`src/sv/signed_integer_text_parser_top_defines.svh`:
```
// Assertion macros shared by the parser RTL.
`ifndef SIGNED_INTEGER_TEXT_PARSER_TOP_DEFINES_SVH
`define SIGNED_INTEGER_TEXT_PARSER_TOP_DEFINES_SVH

// Antecedent implies consequent in the same cycle.
`define SITP_ASSERT_NOW(label, ante, cons, msg) \
    label: assert property (@(posedge clk) disable iff (!rst_n) (ante) |-> (cons)) \
        else $error(msg);

// Antecedent implies consequent in the next cycle.
`define SITP_ASSERT_NEXT(label, ante, cons, msg) \
    label: assert property (@(posedge clk) disable iff (!rst_n) (ante) |=> (cons)) \
        else $error(msg);

`endif

```
`src/sv/sitp_pkg.sv`:
```
package sitp_pkg;

    localparam int VALUE_WIDTH_DEF = 32;
    localparam int OUT_WIDTH       = 32;
    localparam int CHAR_WIDTH      = 8;

    localparam logic [2:0] PH_LEAD = 3'd0;
    localparam logic [2:0] PH_SIGN = 3'd1;
    localparam logic [2:0] PH_ZERO = 3'd2;
    localparam logic [2:0] PH_HEX  = 3'd3;
    localparam logic [2:0] PH_OCT  = 3'd4;
    localparam logic [2:0] PH_DEC  = 3'd5;
    localparam logic [2:0] PH_STOP = 3'd6;

    localparam logic [CHAR_WIDTH-1:0] CH_TAB   = 8'h09;
    localparam logic [CHAR_WIDTH-1:0] CH_SPACE = 8'h20;
    localparam logic [CHAR_WIDTH-1:0] CH_PLUS  = 8'h2B;
    localparam logic [CHAR_WIDTH-1:0] CH_MINUS = 8'h2D;
    localparam logic [CHAR_WIDTH-1:0] CH_0     = 8'h30;
    localparam logic [CHAR_WIDTH-1:0] CH_7     = 8'h37;
    localparam logic [CHAR_WIDTH-1:0] CH_9     = 8'h39;
    localparam logic [CHAR_WIDTH-1:0] CH_UA    = 8'h41;
    localparam logic [CHAR_WIDTH-1:0] CH_UF    = 8'h46;
    localparam logic [CHAR_WIDTH-1:0] CH_UX    = 8'h58;
    localparam logic [CHAR_WIDTH-1:0] CH_LA    = 8'h61;
    localparam logic [CHAR_WIDTH-1:0] CH_LF    = 8'h66;
    localparam logic [CHAR_WIDTH-1:0] CH_LX    = 8'h78;

    typedef struct packed {
        logic [2:0] phase;
        logic       minus_seen;
    } parse_ctrl_t;

endpackage

```
`src/sv/sitp_step.sv`:
```
module sitp_step #(
    parameter int VALUE_WIDTH = sitp_pkg::VALUE_WIDTH_DEF
) (
    input  sitp_pkg::parse_ctrl_t              ctrl,
    input  logic [VALUE_WIDTH-1:0]             acc,
    input  logic [sitp_pkg::CHAR_WIDTH-1:0]    char_code,
    output sitp_pkg::parse_ctrl_t              ctrl_next,
    output logic [VALUE_WIDTH-1:0]             acc_next
);
    import sitp_pkg::*;

    localparam logic [1:0] BASE_OCT = 2'd0;
    localparam logic [1:0] BASE_DEC = 2'd1;
    localparam logic [1:0] BASE_HEX = 2'd2;

    logic                   is_blank;
    logic                   is_dec;
    logic                   is_oct;
    logic                   is_hex;
    logic                   take_digit;
    logic [1:0]             base_sel;
    logic [3:0]             digit;
    logic [VALUE_WIDTH-1:0] scaled;

    assign is_blank = (char_code == CH_SPACE) || (char_code == CH_TAB);
    assign is_dec   = char_code inside {[CH_0:CH_9]};
    assign is_oct   = char_code inside {[CH_0:CH_7]};
    assign is_hex   = char_code inside {[CH_0:CH_9], [CH_LA:CH_LF], [CH_UA:CH_UF]};
    assign digit    = is_dec ? char_code[3:0] : char_code[3:0] + 4'd9;

    always_comb
    begin
        ctrl_next  = ctrl;
        take_digit = 1'b0;
        base_sel   = BASE_DEC;
        case (ctrl.phase)
            PH_LEAD, PH_SIGN:
            begin
                if (is_blank)
                begin
                    ctrl_next = ctrl;
                end
                else if ((ctrl.phase == PH_LEAD) &&
                         ((char_code == CH_MINUS) || (char_code == CH_PLUS)))
                begin
                    ctrl_next.minus_seen = (char_code == CH_MINUS);
                    ctrl_next.phase      = PH_SIGN;
                end
                else if (char_code == CH_0)
                begin
                    ctrl_next.phase = PH_ZERO;
                end
                else if (is_dec)
                begin
                    take_digit      = 1'b1;
                    ctrl_next.phase = PH_DEC;
                end
                else
                begin
                    ctrl_next.phase = PH_STOP;
                end
            end
            PH_ZERO:
            begin
                if ((char_code == CH_LX) || (char_code == CH_UX))
                begin
                    ctrl_next.phase = PH_HEX;
                end
                else if (is_oct)
                begin
                    take_digit      = 1'b1;
                    base_sel        = BASE_OCT;
                    ctrl_next.phase = PH_OCT;
                end
                else
                begin
                    ctrl_next.phase = PH_STOP;
                end
            end
            PH_HEX:
            begin
                base_sel = BASE_HEX;
                if (is_hex)
                begin
                    take_digit = 1'b1;
                end
                else
                begin
                    ctrl_next.phase = PH_STOP;
                end
            end
            PH_OCT:
            begin
                base_sel = BASE_OCT;
                if (is_oct)
                begin
                    take_digit = 1'b1;
                end
                else
                begin
                    ctrl_next.phase = PH_STOP;
                end
            end
            PH_DEC:
            begin
                if (is_dec)
                begin
                    take_digit = 1'b1;
                end
                else
                begin
                    ctrl_next.phase = PH_STOP;
                end
            end
            default:
            begin
                ctrl_next = ctrl;
            end
        endcase
    end

    always_comb
    begin
        case (base_sel)
            BASE_OCT: scaled = acc << 3;
            BASE_HEX: scaled = acc << 4;
            default:  scaled = (acc << 3) + (acc << 1);
        endcase
    end

    assign acc_next = take_digit ? scaled + {{(VALUE_WIDTH-4){1'b0}}, digit} : acc;

endmodule

```
`src/sv/signed_integer_text_parser_top.sv`:
```
// Signed integer text parser with automatic base detection.
// The slave channel carries one ASCII character per transaction in
// s_axis_tdata, and s_axis_tlast marks the final character of a string.
// Blanks, an optional sign, a 0x or 0 prefix and the digits are parsed as
// they arrive; the first character that does not fit ends the number.
// Each string yields one master transaction when its last character has
// been parsed: the signed value, wrapped to VALUE_WIDTH bits and fitted to
// the 32-bit m_axis_tdata.
// One character is accepted per cycle. A character is held in the input
// register and then parsed into the parse state; a last character is
// parsed into the result register instead, which raises m_axis_tvalid.
// A stalled receiver holds the result; characters that end no string keep
// flowing, and a last character waits only while the result register is
// still full and not being taken.
// Reset clears the parse state and both valid flags; the block is ready
// as soon as reset is released.
`include "signed_integer_text_parser_top_defines.svh"

module signed_integer_text_parser_top #(
    parameter int VALUE_WIDTH = sitp_pkg::VALUE_WIDTH_DEF
) (
    input  logic                              clk,
    input  logic                              rst_n,
    input  logic                              s_axis_tvalid,
    output logic                              s_axis_tready,
    input  logic [sitp_pkg::CHAR_WIDTH-1:0]   s_axis_tdata,  // char_code
    input  logic                              s_axis_tlast,  // last_char
    output logic                              m_axis_tvalid,
    input  logic                              m_axis_tready,
    output logic [sitp_pkg::OUT_WIDTH-1:0]    m_axis_tdata   // value
);
    import sitp_pkg::*;

    logic                     in_valid_reg;
    logic [CHAR_WIDTH-1:0]    in_char_reg;
    logic                     in_last_reg;
    parse_ctrl_t              ctrl_reg;
    parse_ctrl_t              ctrl_next;
    logic [VALUE_WIDTH-1:0]   acc_reg;
    logic [VALUE_WIDTH-1:0]   acc_next;
    logic                     out_valid_reg;
    logic [OUT_WIDTH-1:0]     out_value_reg;

    logic                     out_free;
    logic                     in_move;
    logic [VALUE_WIDTH-1:0]   signed_value;
    logic [VALUE_WIDTH+OUT_WIDTH-1:0] value_ext;

    sitp_step #(
        .VALUE_WIDTH(VALUE_WIDTH)
    ) u_step (
        .ctrl      (ctrl_reg),
        .acc       (acc_reg),
        .char_code (in_char_reg),
        .ctrl_next (ctrl_next),
        .acc_next  (acc_next)
    );

    assign out_free      = !out_valid_reg || m_axis_tready;
    assign in_move       = in_valid_reg && (!in_last_reg || out_free);
    assign s_axis_tready = !in_valid_reg || in_move;

    assign signed_value = ctrl_next.minus_seen ? ('0 - acc_next) : acc_next;
    assign value_ext    = {{OUT_WIDTH{1'b0}}, signed_value};

    always_ff @(posedge clk or negedge rst_n)
    begin
        if (!rst_n)
        begin
            in_valid_reg  <= 1'b0;
            out_valid_reg <= 1'b0;
            ctrl_reg      <= '{phase: PH_LEAD, minus_seen: 1'b0};
            acc_reg       <= '0;
        end
        else
        begin
            if (s_axis_tready)
            begin
                in_valid_reg <= s_axis_tvalid;
            end
            if (in_move && in_last_reg)
            begin
                out_valid_reg <= 1'b1;
            end
            else if (m_axis_tready)
            begin
                out_valid_reg <= 1'b0;
            end
            if (in_move)
            begin
                if (in_last_reg)
                begin
                    ctrl_reg <= '{phase: PH_LEAD, minus_seen: 1'b0};
                    acc_reg  <= '0;
                end
                else
                begin
                    ctrl_reg <= ctrl_next;
                    acc_reg  <= acc_next;
                end
            end
        end
    end

    always_ff @(posedge clk)
    begin
        if (s_axis_tready && s_axis_tvalid)
        begin
            in_char_reg <= s_axis_tdata;
            in_last_reg <= s_axis_tlast;
        end
        if (in_move && in_last_reg)
        begin
            out_value_reg <= value_ext[OUT_WIDTH-1:0];
        end
    end

    assign m_axis_tvalid = out_valid_reg;
    assign m_axis_tdata  = out_value_reg;

    `SITP_ASSERT_NEXT(a_result_follows_last, in_move && in_last_reg, m_axis_tvalid,
        "no result after last character")
    `SITP_ASSERT_NEXT(a_restart_after_last, in_move && in_last_reg,
        (acc_reg == '0) && (ctrl_reg.phase == PH_LEAD) && !ctrl_reg.minus_seen,
        "parse state not cleared after last character")
    `SITP_ASSERT_NOW(a_stall_only_on_full_output, in_valid_reg && !s_axis_tready,
        in_last_reg && out_valid_reg && !m_axis_tready, "input stalled without a blocked result")
    `SITP_ASSERT_NEXT(a_idle_state_holds, !in_move, $stable(acc_reg) && $stable(ctrl_reg),
        "parse state changed without a character")

endmodule

```
`config.mk`:
```
export PLATFORM = sky130hd
export DESIGN_NAME = signed_integer_text_parser_top
export DESIGN_NICKNAME = d
export VERILOG_FILES = /design/src/sv/sitp_pkg.sv /design/src/sv/sitp_step.sv /design/src/sv/signed_integer_text_parser_top.sv
export VERILOG_INCLUDE_DIRS = /design/src /design/src/sv
export SDC_FILE = /design/constraint.sdc
export NUM_CORES = 1
export LEC_CHECK = 0
export ABC_AREA = 1
export BUFFER_PORTS_ARGS = -buffer_cell sky130_fd_sc_hd__buf_2
export CAP_MARGIN = 25
export CORE_MARGIN = 2
export CORE_UTILIZATION = 60
export DETAILED_ROUTE_END_ITERATION = 16
export GPL_TIMING_DRIVEN = 0
export PLACE_DENSITY_LB_ADDON = 0.05
export SYNTH_ARGS = -nofsm -noshare
export SYNTH_HDL_FRONTEND = slang
export SYNTH_SLANG_ARGS = --single-unit
```
`constraint.sdc`:
```
create_clock -name clk -period 5.3 [get_ports clk]
set_clock_uncertainty 0.2 [all_clocks]
set_input_delay 1.06 -clock clk [delete_from_list [all_inputs] [get_ports clk]]
set_output_delay 1.06 -clock clk [all_outputs]
set_load 0.03 [all_outputs]
```
==> run_results.csv <==
group,metric,value,unit
status,status,"finished clean",
power,seqPwrFrac,0.288,
die,die_area,0.0154,mm2
yosys,synth_top_area_frac,0.222,
critical_path,reg2regPathDepth,31,
power,power,2.59,mW
critical_path,endpoint_kind,"register",
yosys,yosys_warnings,0,
critical_path,critical_path.startpoint_type,"register",
clock_tree,insertion_delay,0.34,ns
power,power_density,275,mW/mm2
layout,syn_to_final_growth,8.99,%
grt,grt_usage,0.323,
critical_path,crit_arrival,4.83,ns
detailed_routing,wirelength,23.8,mm
layout,finalNetCount,1500,
timing,final.setup.tns,0,ns
clock_tree,cts.sinks,79,
grt,grt-ovfl-total,0,
yosys,synthFlopType,"edfxtp_1",
placed_design,port_buffers,46,
clock_tree,cts_tree,"built",
clock_tree,clk_pin_slew,0.06,ns
power,p_comb_frac,0.480,
critical_path,cp_slowest_cell,"dfrtp_1",
critical_path,cp_top_family,"simple AND/OR/NAND/NOR gates",
layout,diodes,0,
critical_path,crit_required,5.20,ns
die,io_pins,47,
yosys,synth_edf_count,41,
timing,finalCriticalPeriod,4.93,ns
yosys,ys_types,47,
critical_path,cp_common_cell,"nand2_1",
yosys,yosys_register_bits,79,
placed_design,hpwl,19.2,mm
worst_hold_path,min_from,"m_axis_tvalid",
placed_design,routabilityCongestion,0.984,
die,core_area,0.0140,mm2
critical_path,crit_cells,31,
grt,grt_max_degree,39,
worst_hold_path,hold_path.class,"register to register",
timing,fmax,203,MHz
detailed_routing,drt_iter0_drc,750,
grt,grt_pass1_vias,7968,
yosys,ys_async_sr_fraction,0.481,
power,p_int,1.46,mW
die,initial_core_util,0.618,
die,die_h,124,um
power,p_sw,1.14,mW
timing,rsz0062_at_grt,"no",
detailed_routing,via_count,8905,
critical_path,path_buf_inv,6,
grt,antenna_found_initial,0,
detailed_routing,wl_per_cell,14.6,um
yosys,ys_seq_area_frac,0.253,
power,swShare,0.438,
timing,finalSetupViolCount,0,
power,ir_worst_vdd,0.217,mV
critical_path,rr_startpoint,"ctrl_reg[3]",
power,clock_power_share,0.232,
yosys,yosys.area.top_type,"nand2_1",
timing,slew_headroom,0.418,
yosys,ys_top_cells_by_area,"nand2_1 22%, edfxtp_1 14%, dfrtp_1 11%, inv_1 9.6%, nand3_1 7.6%",
worst_hold_path,worst_hold_path.num_cells,2,
detailed_routing,post_drt_via_cell_ratio,5.45,
power,power_leakage,5.01,nW
detailed_routing,ant_nets,0,
yosys,syn_nets,1443,
layout,drive_gt1_frac,0.109,
critical_path,path_class,"register to register",
detailed_routing,drc,0,
clock_tree,numCtsBuffers,9,
yosys,synth_cells,1391,
die,rows,43,
detailed_routing,dr.pass1.iters,5,
timing,worst_pin_slew,0.873,ns
timing,drv_slew,0,
clock_tree,cts_buffer_depth,2,
clock_tree,h-tree-depth,3,
timing,post-route-period-util,0.930,
die,die_w,124,um
clock_tree,cts_root_buf,"clkbuf_16",
clock_tree,hold_buffers,0,
grt,grt_pass1_wl,38.3,mm
run,drv_cap,0,
timing,hold_violations,0,
critical_path,path_max_fanout,10,
critical_path,cp-startpoint,"ctrl_reg[3]",
yosys,syn_area,0.00864,mm2
critical_path,cp_slowest_stage_delay,0.46,ns
yosys,avgSynthCellArea,6.21,um2
==> area by class of cell <==
| type | count | area [um2] |
|---|---|---|
| plain buffers | 26 | 160 |
| clock buffers | 15 | 258 |
| clock inverters | 1 | 30.0 |
| fillers | 1311 | 4570 |
| inverters | 228 | 856 |
| multi-input cells | 1057 | 5450 |
| flip-flops and latches | 79 | 2180 |
| well taps | 180 | 225 |
| repair buffers | 47 | 258 |
==> what timing repair did <==
item | in CTS | in global routing
resized for setup | 0 | 3
endpoints found under the setup margin | 0 | 10
buffers inserted | 0 | 0
==> worst paths after layout <==
kind	endpoint	slack, ns
worst min-delay path	m_axis_tvalid	0.37
worst max register to register	m_axis_tdata[29]	0.37
worst min register to register	m_axis_tvalid	0.37
worst max-delay path	m_axis_tdata[29]	0.37
max in group asynchronous	acc_reg[10]	3.71
min in group asynchronous	in_valid_reg	0.63
==> cell usage in the layout, fill, tap and decap left out, drive strengths merged, types with 2 or more instances in the layout <==
cell	count
nand3b	6
o211ai	16
ha	37
inv	227
a21boi	5
xor2	30
nand4	27
a31oi	4
clkbuf	22
a21oi	28
o22ai	27
dfrtp	38
xnor2	5
nor4	2
fa	2
buf	66
o21bai	3
nor2	128
nor3	9
nand3	147
nand2	534
o21ai	41
edfxtp	41
==> power groups by stage <==
stage	Combinational, mW	Sequential (mW)	Clock (mW)
floorplan	0.914	0.779	0
global placement	1.20	0.756	0
detailed placement	1.22	0.756	0
CTS	1.22	0.746	0.602
global route	1.39	0.752	0.626
finish	1.24	0.748	0.601
==> worst register-to-register path, delay by kind of cell, from the launching register on <==
| family | cells | cell delay (ns) |
|---|---|---|
| buffers and inverters | 6 | 0.80 |
| AND/OR/NAND/NOR | 21 | 2.36 |
| XOR/XNOR | 1 | 0.17 |
| adder cells (fa/ha/maj) | 1 | 0.30 |
| flip-flops | 1 | 0.46 |
| AO/OA/AOI/OAI | 2 | 0.38 |
==> kinds of logic (layout without fill, tap and decap cells) <==
logic type / count (synthesis) / after routing / synth area share
and+or+nand+nor: 855 / 855 / 0.444
buffers and inverters: 255 / 317 / 0.118
AOI/OAI and AO/OA: 128 / 128 / 0.0921
DFF: 79 / 79 / 0.253
adders and majority gates: 39 / 39 / 0.0582
xor gates and xnor gates: 35 / 35 / 0.0355
==> Yosys cell counts, types with 15 or more instances <==
cell type / n
inv_1: 220
nand2_1: 511
o21ai_0: 34
nand3_1: 132
o22ai_1: 27
ha_1: 37
dfrtp_1: 38
xor2_1: 30
a21oi_1: 28
nand2_2: 17
edfxtp_1: 41
nand4_1: 27
nor2_1: 99
nand3_2: 15
nor2_4: 17
==> routing by layer <==
metal	vias up	global-route usage	share of wire
li1	4573	-	-
met1	3957	0.468	0.47
met4	0	0.0976	0.025
met3	37	0.0485	0.080
met5	-	0	0
met2	338	0.502	0.43
==> per-stage QoR <==
step	hold WS [ns]	util	cells	setup WS (ns)	instance area (um2)
final	0.365	0.673	1633	0.369	9420
after global placement	0.314	0.650	1617	0.300	9090
after detailed placement	0.342	0.652	1618	0.270	9120
after CTS	0.360	0.673	1634	0.233	9410
after floorplan	0.295	-	1391	1.11	8640
after global routing	0.396	0.673	1633	0.0201	9420
No activity file was read; power rests on OpenSTA's default activity.
